`config.mk`:
```
export PLATFORM = sky130hd
export DESIGN_NAME = parallel_port_interface
export DESIGN_NICKNAME = d
export VERILOG_FILES = /design/src/hdl/ppi_pkg.sv /design/src/hdl/ppi_exec.sv /design/src/hdl/parallel_port_interface.sv
export SDC_FILE = /design/constraint.sdc
export NUM_CORES = 1
export LEC_CHECK = 0
export ABC_AREA = 1
export BUFFER_PORTS_ARGS = -buffer_cell sky130_fd_sc_hd__buf_2
export CAP_MARGIN = 10
export CORE_MARGIN = 1.5
export CORE_UTILIZATION = 57
export DETAILED_ROUTE_END_ITERATION = 8
export PLACE_DENSITY = 0.81
export SLEW_MARGIN = 30
export SYNTH_ARGS = -nofsm -noshare
export SYNTH_HDL_FRONTEND = slang
export SYNTH_SLANG_ARGS = --single-unit
export TNS_END_PERCENT = 30
```
`constraint.sdc`:
```
create_clock -name clk -period 2 [get_ports clk]
set_input_delay 0.3 -clock clk [delete_from_list [all_inputs] [get_ports clk]]
set_output_delay 0.3 -clock clk [all_outputs]
set_load 0.05 [all_outputs]
```
`src/hdl/ppi_pkg.sv`:
```
// ppi_pkg: shared types and constants for the parallel port interface
// used by ppi_exec and parallel_port_interface; no dependencies
`timescale 1ns / 1ps

package ppi_pkg;

  // access kinds
  localparam logic OP_READ  = 1'b0;
  localparam logic OP_WRITE = 1'b1;

  // port select codes
  localparam logic [1:0] PORT_A    = 2'd0;
  localparam logic [1:0] PORT_B    = 2'd1;
  localparam logic [1:0] PORT_C    = 2'd2;
  localparam logic [1:0] PORT_CTRL = 2'd3;

  // control word after reset: all ports input
  localparam logic [7:0] CW_RESET = 8'h9b;

  // control word bit positions
  localparam int CW_C_LO_IN  = 0;
  localparam int CW_B_IN     = 1;
  localparam int CW_B_MODE   = 2;
  localparam int CW_C_HI_IN  = 3;
  localparam int CW_A_IN     = 4;
  localparam int CW_A_MODE_L = 5;
  localparam int CW_A_MODE_H = 6;
  localparam int CW_MODE_SET = 7;

  // value read from a port in a handshake mode
  localparam logic [7:0] HS_READ = 8'hff;

  typedef struct packed {
    logic       opcode;
    logic [1:0] port;
    logic [7:0] write_data;
    logic [7:0] pins_a_in;
    logic [7:0] pins_b_in;
    logic [3:0] pins_c_low_in;
    logic [3:0] pins_c_high_in;
  } ppi_item_t;

  typedef struct packed {
    logic [7:0] read_data;
    logic [7:0] drive_a;
    logic       drive_a_strobe;
    logic [7:0] drive_b;
    logic       drive_b_strobe;
    logic [3:0] drive_c_low;
    logic       drive_c_low_strobe;
    logic [3:0] drive_c_high;
    logic       drive_c_high_strobe;
  } ppi_result_t;

endpackage

```
`src/hdl/ppi_exec.sv`:
```
// ppi_exec: port latches, control word and the access decode for one bus access
// depends on ppi_pkg
`timescale 1ns / 1ps

module ppi_exec (
  input  logic                 clk,
  input  logic                 rst,
  input  logic                 fire,
  input  ppi_pkg::ppi_item_t   item,
  output ppi_pkg::ppi_result_t result
);

  logic [7:0] latch_a, latch_a_next;
  logic [7:0] latch_b, latch_b_next;
  logic [7:0] latch_c, latch_c_next;
  logic [7:0] control_word, control_word_next;

  logic       wr_a, wr_b, wr_c, mode_set, bit_op;
  logic [7:0] cw_eff;
  logic [7:0] bit_mask;
  logic [7:0] bit_val;
  logic       put_a, put_b, put_c;
  logic [7:0] rd;

  always_comb begin
    wr_a     = (item.opcode == ppi_pkg::OP_WRITE) && (item.port == ppi_pkg::PORT_A);
    wr_b     = (item.opcode == ppi_pkg::OP_WRITE) && (item.port == ppi_pkg::PORT_B);
    wr_c     = (item.opcode == ppi_pkg::OP_WRITE) && (item.port == ppi_pkg::PORT_C);
    mode_set = (item.opcode == ppi_pkg::OP_WRITE) && (item.port == ppi_pkg::PORT_CTRL)
               && item.write_data[ppi_pkg::CW_MODE_SET];
    bit_op   = (item.opcode == ppi_pkg::OP_WRITE) && (item.port == ppi_pkg::PORT_CTRL)
               && !item.write_data[ppi_pkg::CW_MODE_SET];

    cw_eff   = mode_set ? item.write_data : control_word;
    bit_mask = 8'd1 << item.write_data[3:1];
    bit_val  = item.write_data[0] ? (latch_c | bit_mask) : (latch_c & ~bit_mask);

    put_a = wr_a || mode_set;
    put_b = wr_b || mode_set;
    put_c = wr_c || mode_set || bit_op;

    latch_a_next      = wr_a ? item.write_data : latch_a;
    latch_b_next      = wr_b ? item.write_data : latch_b;
    latch_c_next      = wr_c ? item.write_data : (bit_op ? bit_val : latch_c);
    control_word_next = cw_eff;

    // read path sees the control word as it was before this access
    rd = '0;
    if (item.opcode == ppi_pkg::OP_READ) begin
      case (item.port)
        ppi_pkg::PORT_A: begin
          if (control_word[ppi_pkg::CW_A_MODE_H] || control_word[ppi_pkg::CW_A_MODE_L])
            rd = ppi_pkg::HS_READ;
          else
            rd = control_word[ppi_pkg::CW_A_IN] ? item.pins_a_in : latch_a;
        end
        ppi_pkg::PORT_B: begin
          if (control_word[ppi_pkg::CW_B_MODE])
            rd = ppi_pkg::HS_READ;
          else
            rd = control_word[ppi_pkg::CW_B_IN] ? item.pins_b_in : latch_b;
        end
        ppi_pkg::PORT_C: begin
          rd = {control_word[ppi_pkg::CW_C_HI_IN] ? item.pins_c_high_in : latch_c[7:4],
                control_word[ppi_pkg::CW_C_LO_IN] ? item.pins_c_low_in  : latch_c[3:0]};
        end
        default: rd = control_word;
      endcase
    end

    result.read_data           = rd;
    result.drive_a_strobe      = put_a && !cw_eff[ppi_pkg::CW_A_IN];
    result.drive_a             = result.drive_a_strobe ? latch_a_next : '0;
    result.drive_b_strobe      = put_b && !cw_eff[ppi_pkg::CW_B_IN];
    result.drive_b             = result.drive_b_strobe ? latch_b_next : '0;
    result.drive_c_low_strobe  = put_c && !cw_eff[ppi_pkg::CW_C_LO_IN];
    result.drive_c_low         = result.drive_c_low_strobe ? latch_c_next[3:0] : '0;
    result.drive_c_high_strobe = put_c && !cw_eff[ppi_pkg::CW_C_HI_IN];
    result.drive_c_high        = result.drive_c_high_strobe ? latch_c_next[7:4] : '0;
  end

  always_ff @(posedge clk) begin
    if (rst) begin
      latch_a      <= '0;
      latch_b      <= '0;
      latch_c      <= '0;
      control_word <= ppi_pkg::CW_RESET;
    end else if (fire) begin
      latch_a      <= latch_a_next;
      latch_b      <= latch_b_next;
      latch_c      <= latch_c_next;
      control_word <= control_word_next;
    end
  end

endmodule

```
`src/hdl/parallel_port_interface.sv`:
```
// parallel_port_interface: top level, input register, result register and handshakes
// depends on ppi_pkg and ppi_exec
`timescale 1ns / 1ps

// three-port parallel interface with a control word, one bus access per transfer
// input channel: in_valid / in_ready carry opcode, port, write_data and the
// sampled pin levels of ports a, b and the two c nibbles
// output channel: out_valid / out_ready carry read_data and the drive values
// with their strobes; exactly one result transfer per input transfer
// path: each input transfer fills the input register, then is decoded against
// the latches into the result register, which offers it on out_valid
// throughput: one access per cycle while the receiver does not stall, set by
// the single decode stage that updates the latches and the control word as
// each access leaves the input register
// a stalled receiver holds the result register; the input register still
// takes one more transfer, after which in_ready drops until out_ready returns
// reset clears both valid flags, the latches to zero and the control word to
// 0x9b (all ports input, mode 0)

module parallel_port_interface (
  input  logic       clk,
  input  logic       rst,
  input  logic       in_valid,
  output logic       in_ready,
  input  logic       opcode,
  input  logic [1:0] port,
  input  logic [7:0] write_data,
  input  logic [7:0] pins_a_in,
  input  logic [7:0] pins_b_in,
  input  logic [3:0] pins_c_low_in,
  input  logic [3:0] pins_c_high_in,
  output logic       out_valid,
  input  logic       out_ready,
  output logic [7:0] read_data,
  output logic [7:0] drive_a,
  output logic       drive_a_strobe,
  output logic [7:0] drive_b,
  output logic       drive_b_strobe,
  output logic [3:0] drive_c_low,
  output logic       drive_c_low_strobe,
  output logic [3:0] drive_c_high,
  output logic       drive_c_high_strobe
);

  // input register
  logic                 s1_valid;
  ppi_pkg::ppi_item_t   s1_item;
  // result register
  ppi_pkg::ppi_result_t res;
  ppi_pkg::ppi_result_t res_next;

  logic s1_adv;   // result register can take the item in the input register
  logic s1_fire;  // item leaves the input register this cycle

  assign s1_adv   = !out_valid || out_ready;
  assign s1_fire  = s1_valid && s1_adv;
  assign in_ready = !s1_valid || s1_adv;

  always_ff @(posedge clk) begin
    if (rst) begin
      s1_valid <= 1'b0;
    end else if (in_ready) begin
      s1_valid <= in_valid;
    end
  end

  // payload needs no reset
  always_ff @(posedge clk) begin
    if (in_valid && in_ready) begin
      s1_item.opcode         <= opcode;
      s1_item.port           <= port;
      s1_item.write_data     <= write_data;
      s1_item.pins_a_in      <= pins_a_in;
      s1_item.pins_b_in      <= pins_b_in;
      s1_item.pins_c_low_in  <= pins_c_low_in;
      s1_item.pins_c_high_in <= pins_c_high_in;
    end
  end

  ppi_exec u_exec (
    .clk    (clk),
    .rst    (rst),
    .fire   (s1_fire),
    .item   (s1_item),
    .result (res_next)
  );

  always_ff @(posedge clk) begin
    if (rst) begin
      out_valid <= 1'b0;
    end else if (s1_adv) begin
      out_valid <= s1_valid;
    end
  end

  always_ff @(posedge clk) begin
    if (s1_fire) begin
      res <= res_next;
    end
  end

  assign read_data           = res.read_data;
  assign drive_a             = res.drive_a;
  assign drive_a_strobe      = res.drive_a_strobe;
  assign drive_b             = res.drive_b;
  assign drive_b_strobe      = res.drive_b_strobe;
  assign drive_c_low         = res.drive_c_low;
  assign drive_c_low_strobe  = res.drive_c_low_strobe;
  assign drive_c_high        = res.drive_c_high;
  assign drive_c_high_strobe = res.drive_c_high_strobe;

`ifndef SYNTH
  // a held item in the input register is never dropped while stalled
  a_s1_hold: assert property (@(posedge clk) disable iff (rst)
    s1_valid && !s1_adv |=> s1_valid)
    else $error("input register lost an item while stalled");

  // an item leaving the input register shows up as a result
  a_s1_to_out: assert property (@(posedge clk) disable iff (rst)
    s1_fire |=> out_valid)
    else $error("item left input register without a result");

  // back-pressure only when both registers are full and the receiver stalls
  a_ready_low: assert property (@(posedge clk) disable iff (rst)
    !in_ready |-> s1_valid && out_valid && !out_ready)
    else $error("in_ready low without a full stalled pipeline");

  // undriven ports a and b report zero
  a_idle_drive: assert property (@(posedge clk) disable iff (rst)
    out_valid && !drive_a_strobe && !drive_b_strobe |-> drive_a == 8'd0 && drive_b == 8'd0)
    else $error("drive value present without strobe");
`endif

endmodule
```
[After elaboration in Yosys (flattened, before gate mapping)]
Cells that the tools add are included.
Operators by class
  equal/unequal tests: 3
  shift-type cells: 1
  multiplexer cells: 13
  bitwise logic cells: 3
  reduce and logical (&&, ||, !) cells: 28
Operator list (number)
  $mux W8: 9
  $pmux W8 S3: 1
  $logic_and A1 B1 Y1: 12
  $and A8 B8 Y8: 1
  $mux W4: 2
  $not A8 Y8: 1
  $or A8 B8 Y8: 1
  $shl A1 B3 Y8 const A: 1
  $logic_not A1 Y1: 7
  $logic_or A1 B1 Y1: 7
  $mux W5: 1
  $eq A2 B2 Y1 const B: 2
  $eq A2 B1 Y1 const B: 1
  $logic_not A2 Y1: 1
  $reduce_and A2 Y1: 1
Storage, ports and cells
  register bits after elaboration: 105
  input bits: 39
  output and inout port bits: 38
  word-level logic and storage cells: 71

[Longest topological paths before layout]
Gate-level depths: netlist of the first run.
  word-level depth: 6
  depth in mapped cells: 10
  gate-level depth less buffers: 9

[Hierarchy]
From an unflattened synthesis of the first run, not the netlist that was laid out.
Unflattened totals
  cell total of the unflattened synthesis: 520
  area total of the unflattened synthesis: 4787.1 um2
Modules (own cells, without submodules)
  ppi_exec: instances 1, cells each 437, area an instance 2563.7 um2
  parallel_port_interface: instances 1, cells each 83, area an instance 2223.4 um2

[Least setup slack after synthesis of the first run]
OpenSTA, ideal clock, no wires.
  path kind: reg2reg
  start: register out_valid
  end: register s1_item[0] in the netlist's numbering, enable pin
  setup time: 0.416 ns
  arrival time: 1.836 ns
  path slack: -0.252 ns
  stages on the path, launching flop included: 4
  cell sequence: dfxtp_1 nand3_1 nand2_1 inv_1
Between the ends
  cells in the longest elaborated chain, start to end: 4
RTL lines
  start, declared: RTL line parallel_port_interface.sv:32  | output logic out_valid,
  start signal, assigned: RTL line parallel_port_interface.sv:92  | out_valid <= s1_valid;
  $logic_not A1 Y1: RTL line parallel_port_interface.sv:55  | assign s1_adv = !out_valid || out_ready;
  $logic_or A1 B1 Y1: RTL line parallel_port_interface.sv:55
  $logic_or A1 B1 Y1: RTL line parallel_port_interface.sv:57  | assign in_ready = !s1_valid || s1_adv;
  net in_ready: RTL line parallel_port_interface.sv:24  | output logic in_ready,
  $logic_and A1 B1 Y1: RTL line parallel_port_interface.sv:69  | if (in_valid && in_ready) begin
  end, declared: RTL line parallel_port_interface.sv:47  | ppi_pkg::ppi_item_t s1_item;
The timed path passes the listed nets, and every way through them passes these cells.
A chain may end at the register's enable or synchronous reset.

[Worst setup path in the final report of the first run]
  start: register s1_item[33] in the netlist's numbering
  end: register res, in the netlist drive_a[2], data pin
Between the ends
  cells in the longest elaborated chain, start to end: 6
  elaborated cells between the ends (all ways): 10
  those cells by class: eq/ne: 1; mux: 2; reduce/logical: 7
RTL lines
  $eq A2 B2 Y1: RTL line ppi_exec.sv:29  | mode_set = (item.opcode == ppi_pkg::OP_WRITE) && (item.port == ppi_pkg::PORT_CTRL)
  $logic_and A1 B1 Y1: RTL line ppi_exec.sv:29
  $logic_and A1 B1 Y1: RTL line ppi_exec.sv:30  | && item.write_data[ppi_pkg::CW_MODE_SET];
  $mux W5: RTL line ppi_exec.sv:34  | cw_eff = mode_set ? item.write_data : control_word;
  $logic_not A1 Y1: RTL line ppi_exec.sv:72  | result.drive_a_strobe = put_a && !cw_eff[ppi_pkg::CW_A_IN];
  $logic_and A1 B1 Y1: RTL line ppi_exec.sv:72
  end signal, assigned: RTL line parallel_port_interface.sv:98  | res <= res_next;
  end, declared: RTL line parallel_port_interface.sv:49  | ppi_pkg::ppi_result_t res;
Several ways; a longest one is shown, not always the timed one.

==> results.sh, run 1 <==
export IMPL_io_pins=77
export IMPL_crit_chain="nand3_4, nor2_4, or2_1, o21a_1, nor2_1"
export IMPL_synth_net_count=559
export IMPL_cts_sink_count=105
export IMPL_global_route_wire_length_before_repair_microns=17200
export IMPL_syn_to_final_growth_pct=13.8
export IMPL_crit_type="reg -> reg"
export IMPL_tritoncts="yes"
export IMPL_port_buffers=76
export IMPL_core_sq_mm=0.00826
export IMPL_rr_endpoint="drive_a[2]$_SDFFCE_PN0P_"
export IMPL_static_leakage_power_nw=2.50
export IMPL_finClkSkew_ns=0.0139
export IMPL_clk_pin_slew_worst_paths_ns=0.11
export IMPL_dieWidth_microns=95.6
export IMPL_reg2reg_depth=5
export IMPL_timing_final_crit_share=0.883
export IMPL_htreeDepth=3
export IMPL_crit_reg2reg_launch="s1_item[33]$_DFFE_PP_"
export IMPL_die_h_microns=95.6
export IMPL_detailedRoute_firstPassIterationCount=5
export IMPL_post_route_util=0.673
export IMPL_crit_slowest_cell="edfxtp_1"
export IMPL_total_overflow_reported_by_the_global_router=0
export IMPL_number_of_buffers_created_by_cts=9
export IMPL_ctsLongestPathBuffers=2
export IMPL_setup_viol=0
export IMPL_via_count=3717
export IMPL_post_layout_nets=640
export IMPL_post_route_cells_drive_above_1_share=0.226
export IMPL_design_die_area_sq_mm=0.00913
export IMPL_start_kind="flip-flop"
export IMPL_vdd_drop_max_mv=0.523
export IMPL_min_to="s1_item[17]$_DFFE_PP_"
export IMPL_antenna_found_initial=0
export IMPL_num_rows=33
export IMPL_cp_end_kind="flip-flop"
export IMPL_final_fill_count=672
export IMPL_min_from="pins_a_in[1]"
export IMPL_avgViaCountPerCell=5.23
export IMPL_first_iter_violations=224
export IMPL_hold_worst_slack_ns=0.0928
export IMPL_pwr_density_cell_mw_per_mm2=780
export IMPL_synthDominantCellAreaShare=0.436
export IMPL_post_route_cell_area_sq_mm=0.00556
export IMPL_tns_ns=0
export IMPL_unrepaired_setup_endpoints_after_global_routing="false"
export IMPL_synth_area_per_cell_sq_um=9.39
export IMPL_grt_total_usage=0.254
export IMPL_worstMarginPinSlew_ns=0.551
export IMPL_ys_ff_latch=105
export IMPL_cts_repair_resize_count=0
export IMPL_most_common_layout_cells="106 x nand2_1, 83 x inv_1, 76 x buf_2"
export IMPL_dpl_cell_area_sq_mm=0.00537
export IMPL_synth_top_area_cell="edfxtp_1"
export IMPL_gp_congestion=0.898
export IMPL_ant_nets=0
export IMPL_drt_drc_violations_left=0
export IMPL_max_freq_mhz=566
export IMPL_mappedNetlistArea_sq_mm=0.00488
export IMPL_cts_post_setup_buffers_inserted=0
export IMPL_antenna_cells_inserted=0
export IMPL_yosysWarningCount=0
export IMPL_clk_insertion_delay_late_ns=0.37
export IMPL_routedWlPerCell_microns=15.0
export IMPL_synth_sequential_area_ratio=0.576
export IMPL_holdCritPathClass="in -> reg"
export IMPL_max_slew_margin=0.631
export IMPL_ctsHoldBuffers=0
export IMPL_max_cap_violations=0
export IMPL_floorplan_initialDensity=0.592
export IMPL_final_min_clock_period_ns=1.77
export IMPL_critical_path_peak_fanout=9
export IMPL_status="finished clean"
export IMPL_synth_area_leaders="edfxtp_1 44%, dfxtp_1 14%, nand2_1 8.1%"
export IMPL_routed_wl_microns=10700
export IMPL_slowest_delay_ns=0.59
export IMPL_syn_instance_count=520
export IMPL_place_detailed_hpwl_microns=8060
export IMPL_first_global_vias=3602
export IMPL_cts_root_buf="clkbuf_8"
export IMPL_min_delay_path_depth=1
export IMPL_final_max_slew_viol_count=0
export IMPL_worstPathArrival_ns=1.87
export IMPL_final_hold_viol_count=0
export IMPL_final_common_cell="nand2_1"
export IMPL_grt_max_degree=27
export IMPL_cp_required_ns=2.11
export IMPL_timing_reg2reg_setup_slack_ns=0.23
export IMPL_yosysUniqueCellTypes=35
sequential cells by signal, indices dropped and copies added (netlist names), 8 cells and up:
signal and flops:
drive_a 8, drive_b 8, read_data 8, s1_item 35, u_exec.control_word 8, u_exec.latch_a 8, u_exec.latch_b 8, u_exec.latch_c 8
cell usage after synthesis, drive strengths merged:
cell and n:
clkinv 2, o21ai 40, a21oi 46, nand3 27, o211ai 13, o22ai 2
o21a 18, nand2 111, dlymetal6s2s 1, nor3 2, edfxtp 71, nor2 39
nand4 1, clkbuf 6, dfxtp 34, nand3b 1, inv 89, or2 1
buf 13, a31oi 3
per-layer routing:
layer / part of all wire / global-route usage
met1: 0.42 / 0.314
met2: 0.49 / 0.433
met3: 0.069 / 0.0646
met4: 0.024 / 0.0846
met5: 0 / 0
logic make-up after synthesis:
group | synth area share
AOI/OAI and AO/OA | 0.146
DFF | 0.576
buffers and inverters | 0.107
and+or+nand+nor | 0.172
per-stage QoR:
| stage | setup WS [ns] | power (mW) | instances |
|---|---|---|---|
| finish | 0.234 | 4.34 | 711 |
| detailed placement | 0.254 | 3.15 | 695 |
| global route | 0.131 | 4.51 | 711 |
| global placement | 0.330 | 3.13 | 695 |
| CTS | 0.236 | 4.36 | 711 |
| floorplan | 0.193 | 2.97 | 520 |
critical path: cells and delay by family, from the launching register on:
kind | cells | cell delay, ns
DFF | 1 | 0.59
and+or+nand+nor | 4 | 0.58
AOI/OAI and AO/OA | 1 | 0.34
how the worst max path moves through the flow:
stage / end / startpoint
floorplan: s1_item[0]$_DFFE_PP_ / out_valid$_SDFFE_PP0P_
global placement: drive_a[7]$_SDFFCE_PN0P_ / s1_item[33]$_DFFE_PP_
detailed placement: drive_a[7]$_SDFFCE_PN0P_ / s1_item[33]$_DFFE_PP_
CTS: drive_a[7]$_SDFFCE_PN0P_ / s1_item[33]$_DFFE_PP_
global route: drive_a[7]$_SDFFCE_PN0P_ / s1_item[33]$_DFFE_PP_
finish: drive_a[2]$_SDFFCE_PN0P_ / s1_item[33]$_DFFE_PP_
layout make-up:
class / instances / area, sq um / share of cell area
Tap cell: 105 / 131 / 0.0236
Multi-Input combinational cell: 304 / 1560 / 0.281
Timing Repair Buffer: 90 / 498 / 0.0896
Clock inverter: 6 / 50.0 / 0.00900
Inverter: 91 / 365 / 0.0657
Sequential cell: 105 / 2810 / 0.506
Clock buffer: 10 / 138 / 0.0248
power breakdown:
part | leakage (nW) | internal [mW] | switching, mW
Combinational | 1.44 | 0.184 | 0.413
Clock | 0.0948 | 0.502 | 0.737
Sequential | 0.964 | 2.44 | 0.0663
(Power assumes the default switching activity.)
==> run 2: changes to the inputs <==
--- a/config.mk
+++ b/config.mk
@@ -7,3 +7,2 @@
 export LEC_CHECK = 0
-export ABC_AREA = 1
 export BUFFER_PORTS_ARGS = -buffer_cell sky130_fd_sc_hd__buf_2
@@ -11,5 +10,5 @@
 export CORE_MARGIN = 1.5
-export CORE_UTILIZATION = 57
+export CORE_UTILIZATION = 56
 export DETAILED_ROUTE_END_ITERATION = 8
-export PLACE_DENSITY = 0.81
+export PLACE_DENSITY = 0.8
 export SLEW_MARGIN = 30
==> constraint.sdc (replaced) <==
create_clock -name clk -period 2 [get_ports clk]
set_input_delay 0.2 -clock clk [delete_from_list [all_inputs] [get_ports clk]]
set_output_delay 0.2 -clock clk [all_outputs]
set_load 0.05 [all_outputs]
==> run 2 against run 1 <==
  * Die area shrank 3.0%
  * Largest cell class unchanged
  * Clock power increased by 7%
  * Register-to-register slack got worse by 0.08 ns
  * Global-route usage increased by 2.4 points
==> results.sh, run 2 <==
export IMPL_final_min_clock_period_ns=1.84
export IMPL_slowest_delay_ns=0.46
export IMPL_synthDominantCellAreaShare=0.458
export IMPL_setup_viol=0
export IMPL_final_common_cell="buf_2"
export IMPL_detailroute_wirelength_met2_microns=5360
export IMPL_synth_top_area_cell="edfxtp_1"
export IMPL_avgViaCountPerCell=5.84
export IMPL_yosysUniqueCellTypes=43
export IMPL_synth_net_count=437
export IMPL_synth_area_per_cell_sq_um=11.7
export IMPL_start_kind="flip-flop"
export IMPL_crit_chain="buf_4, and3b_1, buf_4, nor3_1, a2111oi_0"
export IMPL_cp_required_ns=2.16
export IMPL_path_common_cell="buf_4"
export IMPL_dieWidth_microns=94.1
export IMPL_async_reset_ff_frac=0
export IMPL_syn_to_final_growth_pct=23.4
export IMPL_number_of_buffers_created_by_cts=9
export IMPL_synth_sequential_area_ratio=0.605
export IMPL_synth_area_leaders="edfxtp_1 46%, dfxtp_1 15%, mux2i_1 11%"
export IMPL_static_leakage_power_nw=2.43
export IMPL_crit_slowest_cell="edfxtp_1"
export IMPL_pwr_density_cell_mw_per_mm2=750
export IMPL_design_die_area_sq_mm=0.00886
export IMPL_ant_nets=0
export IMPL_most_common_layout_cells="76 x buf_2, 71 x edfxtp_1, 55 x nor2_1"
export IMPL_mappedNetlistArea_sq_mm=0.00465
export IMPL_crit_type="reg -> reg"
export IMPL_worstPathArrival_ns=2.00
export IMPL_core_sq_mm=0.00813
export IMPL_setup_slack_ns=0.157
export IMPL_place_inst=577
export IMPL_critical_path_peak_fanout=8
export IMPL_cts_root_buf="clkbuf_8"
export IMPL_cts_sink_count=105
export IMPL_syn_instance_count=398
export IMPL_timing_final_crit_share=0.922
export IMPL_cp_buffers_inverters=2
export IMPL_routedWlPerCell_microns=18.4
export IMPL_layout_cells_non_filler=622
export IMPL_dpl_worst_slack_ns=0.201
export IMPL_cp_end_kind="flip-flop"
export IMPL_tritoncts="yes"
export IMPL_holdCritPathClass="in -> reg"
export IMPL_ys_ff_latch=105
export IMPL_hold_worst_slack_ns=0.00200
export IMPL_unrepaired_setup_endpoints_after_global_routing="false"
export IMPL_drt_drc_violations_left=0
export IMPL_met3_wirelength_microns=890
export IMPL_detailedRoute_firstPassIterationCount=5
export IMPL_final_fill_count=616
export IMPL_number_of_flip_flops_under_the_largest_register_name=35
export IMPL_via_count=3630
export IMPL_finClkSkew_ns=0.0239
export IMPL_vdd_drop_max_mv=0.408
export IMPL_largest_register="s1_item"
export IMPL_grt_total_usage=0.279
export IMPL_global_route_wire_length_before_repair_microns=18000
export IMPL_antenna_cells_inserted=0
export IMPL_clk_insertion_delay_late_ns=0.39
export IMPL_status="finished clean"
export IMPL_highest_layer="met4"
export IMPL_antenna_found_initial=0
export IMPL_post_route_cells_drive_above_1_share=0.244
export IMPL_die_h_microns=94.1
export IMPL_max_cap_violations=0
export IMPL_final_hold_viol_count=0
export IMPL_routed_wl_microns=11500
export IMPL_final_max_slew_viol_count=0
export IMPL_io_pins=77
export IMPL_yosys_most_used_dff="edfxtp_1"
export IMPL_yosys_cell_count_top_type="edfxtp_1"
export IMPL_yosysWarningCount=0
export IMPL_ctsLongestPathBuffers=2
export IMPL_max_slew_margin=0.518
export IMPL_cpLargestDelayFamily="flip-flops"
export IMPL_synth_common_cells="71 x edfxtp_1, 55 x nor2_1, 53 x mux2i_1"
export IMPL_num_rows=33
export IMPL_clk_pin_slew_worst_paths_ns=0.10
export IMPL_post_layout_nets=551
export IMPL_first_global_vias=3437
export IMPL_detail_route_wirelength_met1_microns=4890
export IMPL_grt_max_degree=39
export IMPL_port_buffers=76
export IMPL_place_detailed_hpwl_microns=7940
export IMPL_total_overflow_reported_by_the_global_router=0
export IMPL_first_iter_violations=321
export IMPL_max_freq_mhz=543
export IMPL_synth_edff_count=71
export IMPL_gp_congestion=0.909
export IMPL_htreeDepth=3
export IMPL_worstMarginPinSlew_ns=0.723
export IMPL_floorplan_initialDensity=0.572
run 2: cell count changes after synthesis, moves of 19 or more:
cell     previous run  this run
mux2i_1             0        53
nor2_1             30        55
inv_1              84         8
nand3_1            24         5
a21oi_1            41        15
nand2_1           106        16
run 2: per-layer routing:
metal | vias to the layer above | global-route usage
met5 | - | 0
met4 | 0 | 0.117
met3 | 29 | 0.0405
met2 | 177 | 0.445
met1 | 1718 | 0.380
li1 | 1706 | -
run 2: logic make-up (layout without fill, tap and decap cells):
group,Yosys count,after routing,synth area share
AO/OA/AOI/OAI,62,62,0.0914
AND/OR/NAND/NOR,137,137,0.147
buffers and inverters,41,160,0.0433
multiplexers,53,53,0.114
flip-flops,105,105,0.605
run 2: final cells by class:
type | instances | area, sq um | share of cell area
Clock buffer | 10 | 149 | 0.0259
Multi-Input combinational cell | 252 | 1650 | 0.287
Inverter | 8 | 30.0 | 0.00523
Sequential cell | 105 | 2810 | 0.490
Tap cell | 105 | 131 | 0.0229
Timing Repair Buffer | 136 | 916 | 0.160
Clock inverter | 6 | 55.1 | 0.00959
run 2: path summary, 6_finish.rpt:
path	startpoint	endpoint	slack [ns]	cells after the start
worst min-delay path	pins_b_in[3]	s1_item[11]$_DFFE_PP_	0.002	1
worst min register to register	u_exec.control_word[7]$_SDFFE_PP1P_	u_exec.control_word[7]$_SDFFE_PP1P_	0.48	2
worst max-delay path	s1_item[34]$_DFFE_PP_	drive_c_high[1]$_SDFFCE_PN0P_	0.16	5
worst max register to register	s1_item[34]$_DFFE_PP_	drive_c_high[1]$_SDFFCE_PN0P_	0.16	5
run 2: power by group:
group	internal [mW]	leakage [nW]	total [mW]	switching (mW)
Clock	0.553	0.104	1.33	0.778
Sequential	2.40	0.962	2.46	0.0515
Combinational	0.195	1.37	0.520	0.325
Total	3.15	2.43	4.31	1.16
run 2: per-stage QoR:
step	total power, mW	util	setup TNS, ns	instance area, sq um
2_1_floorplan	2.81	-	-0.0173	4650
6_report	4.31	0.706	0	5740
5_1_grt	4.44	0.706	0	5740
4_1_cts	4.29	0.705	0	5730
3_3_place_gp	2.97	0.644	0	5240
3_5_place_dp	2.97	0.644	0	5240
run 2: worst reg2reg max path, cell delays in order, from the launching register on:
cell and delay [ns]:
edfxtp_1 0.46, buf_4 0.19, and3b_1 0.33, buf_4 0.20, nor3_1 0.06, a2111oi_0 0.38
run 2: what timing repair did:
| item | 4_1_cts | 5_1_grt |
|---|---|---|
| endpoints found under the setup margin | 0 | 2 |
| hold endpoints to repair | 29 | 0 |
| resized for setup | 0 | 3 |
| setup buffers | 0 | 0 |
| hold buffers | 29 | 0 |
==> run 3: changes to the inputs <==
PLACE_DENSITY = 0.82   (was 0.8)
==> run 3 against run 2 <==
  * Critical endpoint is now u_exec.latch_c[0]$_SDFFE_PP0P_
  * Clock-buffer cell count is the same
  * Total power decreased by 0.61%
  * Die area did not move
  * Via count rose by 1.8%
  * Register-to-register slack worse by 0.05 ns
  * First-iteration DRC count rose by 16%
  * Critical path depth did not move
  * Non-clock buffer count increased by 8
  * Setup slack got worse by 0.053 ns
  * Final cell count is 1.3% higher
==> results.sh, run 3 (synthesis gave the netlist of run 2 again) <==
export IMPL_tritoncts="yes"
export IMPL_core_sq_mm=0.00813
export IMPL_dieWidth_microns=94.1
export IMPL_vdd_drop_max_mv=0.425
export IMPL_largest_register="s1_item"
export IMPL_max_cap_violations=0
export IMPL_number_of_flip_flops_under_the_largest_register_name=35
export IMPL_grt_total_usage=0.264
export IMPL_dpl_worst_slack_ns=0.158
export IMPL_cp_end_kind="flip-flop"
export IMPL_worstMarginPinSlew_ns=0.740
export IMPL_place_inst=576
export IMPL_io_pins=77
export IMPL_routedWlPerCell_microns=18.4
export IMPL_post_layout_nets=559
export IMPL_status="finished clean"
export IMPL_final_common_cell="buf_2"
export IMPL_slowest_delay_ns=0.58
export IMPL_layout_cells_non_filler=630
export IMPL_worstPathArrival_ns=2.12
export IMPL_num_rows=33
export IMPL_design_die_area_sq_mm=0.00886
export IMPL_first_global_vias=3308
export IMPL_setup_slack_ns=0.104
export IMPL_power_mw=4.28
export IMPL_pwr_density_cell_mw_per_mm2=737
export IMPL_crit_slowest_cell="o41ai_1"
export IMPL_static_leakage_power_nw=2.46
export IMPL_first_iter_violations=373
export IMPL_most_common_layout_cells="76 x buf_2, 71 x edfxtp_1, 55 x nor2_1"
export IMPL_number_of_buffers_created_by_cts=9
export IMPL_ant_nets=0
export IMPL_htreeDepth=3
export IMPL_grt_max_degree=39
export IMPL_post_route_cells_drive_above_1_share=0.251
export IMPL_clk_insertion_delay_late_ns=0.37
export IMPL_start_kind="flip-flop"
export IMPL_die_h_microns=94.1
export IMPL_critical_path_peak_fanout=8
export IMPL_holdCritPathClass="in -> reg"
export IMPL_via_count=3696
export IMPL_setup_viol=0
export IMPL_final_fill_count=588
export IMPL_place_detailed_hpwl_microns=7780
export IMPL_cp_buffers_inverters=1
export IMPL_timing_final_crit_share=0.948
export IMPL_gp_congestion=0.936
export IMPL_ctsLongestPathBuffers=2
export IMPL_global_route_wire_length_before_repair_microns=17400
export IMPL_crit_chain="buf_4, o41ai_1, nand4_1, mux2i_1, nor2_1"
export IMPL_syn_to_final_growth_pct=24.8
export IMPL_cts_root_buf="clkbuf_8"
export IMPL_unrepaired_setup_endpoints_after_global_routing="false"
export IMPL_floorplan_initialDensity=0.572
export IMPL_crit_type="reg -> reg"
export IMPL_port_buffers=76
export IMPL_final_min_clock_period_ns=1.90
export IMPL_avgViaCountPerCell=5.87
export IMPL_detailedRoute_firstPassIterationCount=6
export IMPL_drt_drc_violations_left=0
export IMPL_max_freq_mhz=528
export IMPL_routed_wl_microns=11600
export IMPL_cpLargestDelayFamily="compound AO/OA/AOI/OAI gates"
export IMPL_tns_ns=0
export IMPL_antenna_found_initial=0
export IMPL_max_slew_margin=0.507
export IMPL_final_hold_viol_count=0
export IMPL_finClkSkew_ns=0.0168
export IMPL_antenna_cells_inserted=0
export IMPL_timing_reg2reg_setup_slack_ns=0.10
export IMPL_total_overflow_reported_by_the_global_router=0
export IMPL_cts_sink_count=105
export IMPL_cp_required_ns=2.22
export IMPL_hold_worst_slack_ns=0.00905
export IMPL_clk_pin_slew_worst_paths_ns=0.10
export IMPL_final_max_slew_viol_count=0
==> run 3: cell count changes in the layout (fill, tap and decap cells not counted), sizes merged <==
cell	change
clkinv	-1
dlygate4sd3	+3
clkinvlp	+1
buf	+5
==> run 3: timing repair <==
| action | 4_1_cts | 5_1_grt |
|---|---|---|
| setup buffers | 0 | 6 |
| hold buffers | 10 | 22 |
| endpoints found under the setup margin | 0 | 3 |
| hold endpoints to repair | 10 | 22 |
| gates resized for setup | 0 | 5 |
==> run 3: area by class of cell <==
class | instances | area [sq um] | area share
sequential | 105 | 2810 | 0.484
multi-input combinational | 252 | 1660 | 0.285
timing repair buffer | 144 | 983 | 0.169
inverter | 8 | 30.0 | 0.00517
tap | 105 | 131 | 0.0226
clock buffer | 10 | 149 | 0.0256
clock inverter | 6 | 45.0 | 0.00776
==> run 3: worst paths after layout <==
path | startpoint | endpoint | cells past startpoint
worst max-delay path | s1_item[31]$_DFFE_PP_ | u_exec.latch_c[0]$_SDFFE_PP0P_ | 5
worst min-delay path | pins_a_in[5] | s1_item[21]$_DFFE_PP_ | 1
worst max register to register | s1_item[31]$_DFFE_PP_ | u_exec.latch_c[0]$_SDFFE_PP0P_ | 5
worst min register to register | u_exec.control_word[7]$_SDFFE_PP1P_ | u_exec.control_word[7]$_SDFFE_PP1P_ | 2
==> run 3: through the flow <==
step | utilization | instance area [sq um]
2_1_floorplan | - | 4650
3_3_place_gp | 0.643 | 5230
3_5_place_dp | 0.643 | 5230
4_1_cts | 0.679 | 5530
5_1_grt | 0.714 | 5810
6_report | 0.714 | 5810
==> run 3: report_power, final <==
group | leakage (nW) | internal (mW) | switching, mW
Combinational | 1.40 | 0.202 | 0.330
Clock | 0.0978 | 0.541 | 0.754
Sequential | 0.962 | 2.40 | 0.0497
Total | 2.46 | 3.15 | 1.13
==> run 3: routing by layer <==
metal | track usage | vias to the layer above | part of all wire
met3 | 0.0518 | 29 | 0.085
met1 | 0.373 | 1736 | 0.42
met4 | 0.0846 | 0 | 0.027
li1 | - | 1724 | -
met2 | 0.410 | 207 | 0.47
met5 | 0 | - | 0
